--- config.mk ---
export PLATFORM = sky130hd
export DESIGN_NAME = bpa_alu
export DESIGN_NICKNAME = d
export VERILOG_FILES = /design/src/rtl/core/bpa_pkg.sv /design/src/rtl/core/bpa_alu.sv
export SDC_FILE = /design/constraint.sdc
export NUM_CORES = 1
export LEC_CHECK = 0
export ABC_CLOCK_PERIOD_IN_PS = 3100
export BUFFER_PORTS_ARGS = -buffer_cell sky130_fd_sc_hd__buf_2
export CAP_MARGIN = 15
export CORE_MARGIN = 2
export CORE_UTILIZATION = 45
export DETAILED_ROUTE_END_ITERATION = 10
export PLACE_DENSITY = 0.7
export RECOVER_POWER = 100
export REMOVE_ABC_BUFFERS = 1
export SLEW_MARGIN = 20
export SYNTH_ARGS = -nofsm -noshare
export SYNTH_HDL_FRONTEND = slang
export SYNTH_SLANG_ARGS = --single-unit
export TNS_END_PERCENT = 100
--- constraint.sdc ---
create_clock -name vclk -period 3.1
set_input_delay 0.155 -clock vclk [all_inputs]
set_output_delay 0.155 -clock vclk [all_outputs]
set_load 0.03 [all_outputs]
--- src/rtl/core/bpa_pkg.sv ---
// Shared types and constants for the bitmap page allocator.
package bpa_pkg;

  localparam int ADDR_W    = 32;
  localparam int ALU_W     = 35;
  localparam int MAP_W     = 64;
  localparam int BIT_W     = 6;
  localparam int CFG_IDX_W = 2;
  localparam int REGION_W  = 64;
  localparam int KIND_W    = 32;

  localparam logic [ALU_W-1:0] KERNEL_MARGIN = ALU_W'(2048);
  localparam logic [ALU_W-1:0] ADDR_LIMIT    = ALU_W'(64'h1_0000_0000);
  localparam logic [KIND_W-1:0] KIND_AVAIL   = KIND_W'(1);

  typedef enum logic [1:0] {
    REQ_ALLOC  = 2'd0,
    REQ_FREE   = 2'd1,
    REQ_REGION = 2'd2,
    REQ_INIT   = 2'd3
  } req_t;

  typedef enum logic [CFG_IDX_W-1:0] {
    REG_BASE_ADDRESS = 2'd0,
    REG_KERN_LIMIT   = 2'd1
  } cfg_reg_t;

  typedef enum logic [1:0] {
    ALU_ADD,
    ALU_SUB,
    ALU_SUBM1
  } alu_op_t;

  typedef struct packed {
    alu_op_t          op;
    logic [ALU_W-1:0] a;
    logic [ALU_W-1:0] b;
  } alu_cmd_t;

endpackage

--- src/rtl/core/bpa_alu.sv ---
// Shared adder/subtractor used by the address and page-count arithmetic of the allocator.
module bpa_alu
  import bpa_pkg::*;
(
  input  alu_cmd_t         cmd,
  output logic [ALU_W-1:0] res
);

  always_comb begin
    case (cmd.op)
      ALU_ADD:   res = cmd.a + cmd.b;
      ALU_SUB:   res = cmd.a + ~cmd.b + ALU_W'(1);
      ALU_SUBM1: res = cmd.a + ~cmd.b;
      default:   res = cmd.a + cmd.b;
    endcase
  end

endmodule

After elaboration in Yosys (flattened, before gate mapping)

Cells that the tools add are included.
Widths: inputs -> output; s select.

Input bits: 72
Register bits: 0

Multiplexer cells: 1
Add/sub/neg operators: 3
Bitwise operators: 1
Eq/ne operators: 2

Operator list:

| kind                  | count |
|---|---|
| $add 35x35->35        | 2 |
| $pmux 35 s2           | 1 |
| $add 35x1->35 const B | 1 |
| $not 35->35           | 1 |
| $eq 2x1->1 const B    | 1 |
| $eq 2x2->1 const B    | 1 |

Longest topological paths before layout

Depth in word-level cells: 4
Gate-level depth with buffers: 14
Depth with buffers taken out: 13

Worst setup path after synthesis

No wires, ideal clock.

Path type: in2out
Start: input cmd[0] (netlist bit)
End: output res[34]
Path buffers: 0
Slack: -0.617 ns
Stages on the path: 13
Data arrival time: 3.562 ns
Data required time: 2.945 ns
Cell sequence: inv_1 > ha_1 > fa_1 > a211oi_2 > o211ai_2 > a41oi_1 > xnor2_2 > nand4_2 > or4_4 > nor4_4 > nand4_1 > xnor2_1 > o221ai_1

Cells in the longest elaborated chain, start to end: 4

Ends and longest elaborated chain:

| item            | RTL line                     | RTL |
|---|---|---|
| start, declared | bpa_alu.sv:5                 | `input alu_cmd_t cmd,` |
| $not 35->35     | bpa_alu.sv:12, bpa_alu.sv:13 |  |
| $add 35x35->35  | bpa_alu.sv:12, bpa_alu.sv:13 |  |
| $add 35x1->35   | bpa_alu.sv:12                | `ALU_SUB: res = cmd.a + ~cmd.b + ALU_W'(1);` |
| $pmux 35 s2 *   | bpa_alu.sv:10                | `case (cmd.op)` |
| end, declared   | bpa_alu.sv:6                 | `output logic [ALU_W-1:0] res` |

Mark *: on every way between the ends. The rest lies on a longest branch, timed or not.

Worst setup path after layout

Start: input cmd[0] (netlist bit)
End: output res[33]

The elaborated chain is that of the path after synthesis.

==> impl_metrics.tcl <==
set metrics [dict create \
    slew_violations 0 \
    gp_congestion 0.986 \
    arrival_ns 3.53 \
    maxCapViolCount 0 \
    grt_max_degree 40 \
    p_per_area_nw_per_um2 293 \
    hold_end "res[0]" \
    grt_antenna_before_repair 0 \
    cp-start-kind "primary input" \
    grt_use_total 0.318 \
    endpoint_kind "primary output" \
    yosysTopAreaCell "ha_1" \
    postSynthCellCount 813 \
    port_buffers 107 \
    worstMarginPinSlew_ns 1.06 \
    die_area_um2 13600 \
    hold_violations 0 \
    synth_area_um2 5700 \
    nets 1303 \
    die_w_um 117 \
    drc 0 \
    slew_headroom 0.291 \
    grt_pass1_wl_um 35200 \
    fin_crit_sh 1.19 \
    path_class "primary input to primary output" \
    num_rows 41 \
    critPathMaxFanout 5 \
    ys_types 93 \
    hp-start "cmd[35]" \
    multi_input_area_um2 5920 \
    min_path_type "primary input to primary output" \
    yosysMostFrequentCell "a21oi_1" \
    ant_nets 0 \
    die_y_um 117 \
    grt-ovfl-total 0 \
    start_util 0.455 \
    drt_pre_antenna_iters 5 \
    fin_crit_ns 3.69 \
    wl_um 23800 \
    regArea_um2 0 \
    seq_cell_count 0 \
    n_antenna_cell 0 \
    grt_pass1_vias 7400 \
    num_vias 7847 \
    failed_checks "setup timing" \
    clock_buffer_count 0 \
    wl_per_cell_um 17.9 \
    worst_slack_ns -0.587 \
    rsz0062_at_grt "yes" \
    drt-initial-drc-count 709 \
    ys_warn_count 0 \
    worstPathRequired_ns 2.94 \
    max_freq_mhz 271 \
    drive_gt1_frac 0.470 \
    status "finished with violations" \
    min_path_cells 4 \
    setup_viol 23 \
    dp_hpwl_um 17200 \
    io_pins 107 \
    synth_top_area_share 0.156 \
    utilization 0.736 \
    worstSetupStartpoint "cmd[0]" \
    syn2layout_area_growth_pct 61.7 \
    avgSynthCellArea_um2 7.01 \
    ys_top_cells_by_count "a21oi_1, inv_1, ha_1" \
    synth_top_cells_by_area "ha_1, xnor2_1, a21oi_1" \
    ir_drop_uv 113 \
    fp.coreArea_um2 12500 \
    ys_seq_area_frac 0 \
    p_leak_uw 0.00422 \
    fillers 935 \
    routed_via_density 5.91 \
    power_uw 2700 \
]
## per-stage QoR
stage	setup slack (ns)	hold slack [ns]	TNS, ns	instances	instance area (um^2)
finish	-0.587	0.817	-9.29	1328	9220
CTS	-0.340	0.766	-4.61	1320	8860
floorplan	-0.618	0.656	-7.61	770	5450
detailed placement	-0.602	0.837	-11.18	1307	8140
global placement	-0.556	0.810	-10.49	1307	8140
global route	-0.674	0.846	-11.76	1328	9220
## report_power, final
group	switching [uW]	leakage, uW	internal, uW
combinational	1480	0.00422	1220
clock	0	0	0
sequential	0	0	0
total	1480	0.00422	1220
## critical path, stage by stage
cell,delay [ns]
buf_8,0.08
inv_4,0.03
ha_4,0.15
fa_2,0.37
a211oi_2,0.25
o211ai_2,0.13
buf_6,0.16
a311oi_4,0.35
nand4_2,0.19
buf_6,0.16
nor4_4,0.37
nand3_4,0.18
nor4b_2,0.36
xnor2_1,0.15
o221ai_1,0.23
buf_4,0.22
## area by class of cell
cell class / instances / share of cell area
Multi-Input combinational cell: 694 / 0.642
Tap cell: 172 / 0.0233
Inverter: 76 / 0.0318
Timing Repair Buffer: 386 / 0.303
## layer usage
layer,vias to the layer above,track usage,share of wire
li1,3684,-,-
met1,3642,0.396,0.40
met2,407,0.565,0.48
met3,114,0.0363,0.069
met4,0,0.113,0.051
met5,-,0,0
## worst max path at each step
stage	endpoint	cells past startpoint	slack (ns)
finish	res[33]	16	-0.59
detailed placement	res[33]	17	-0.60
CTS	res[34]	15	-0.34
floorplan	res[34]	13	-0.62
global placement	res[31]	17	-0.56
global route	res[33]	16	-0.67
## placed cells by master, fill, tap and decap left out, types with 11 or more instances in the layout
cell type	n
nor2_1	52
buf_6	23
ha_1	56
nand4_1	16
buf_2	73
a221oi_1	14
o21ai_0	29
nor3_1	16
xor2_1	18
nand2_1	47
a21oi_2	18
buf_4	281
xnor2_2	12
a21oi_1	70
inv_1	71
a221oi_2	11
ha_4	12
xnor2_1	53
nand3_1	19
## kinds of logic after synthesis
logic type,synth area share
buffers and inverters,0.0935
and+or+nand+nor,0.234
muxes,0.00176
AOI/OAI and AO/OA,0.372
adders and majority gates,0.163
xor gates and xnor gates,0.136
## timing repair
item                       in CTS  in global routing
setup buffers                  14                 10
pin swaps                      67                 42
gates resized for setup       134                 65
setup endpoints to repair      27                 26
cloned                          0                  0
hold buffers                    0                  0
Note: power is estimated with default switching activity, not from simulation.
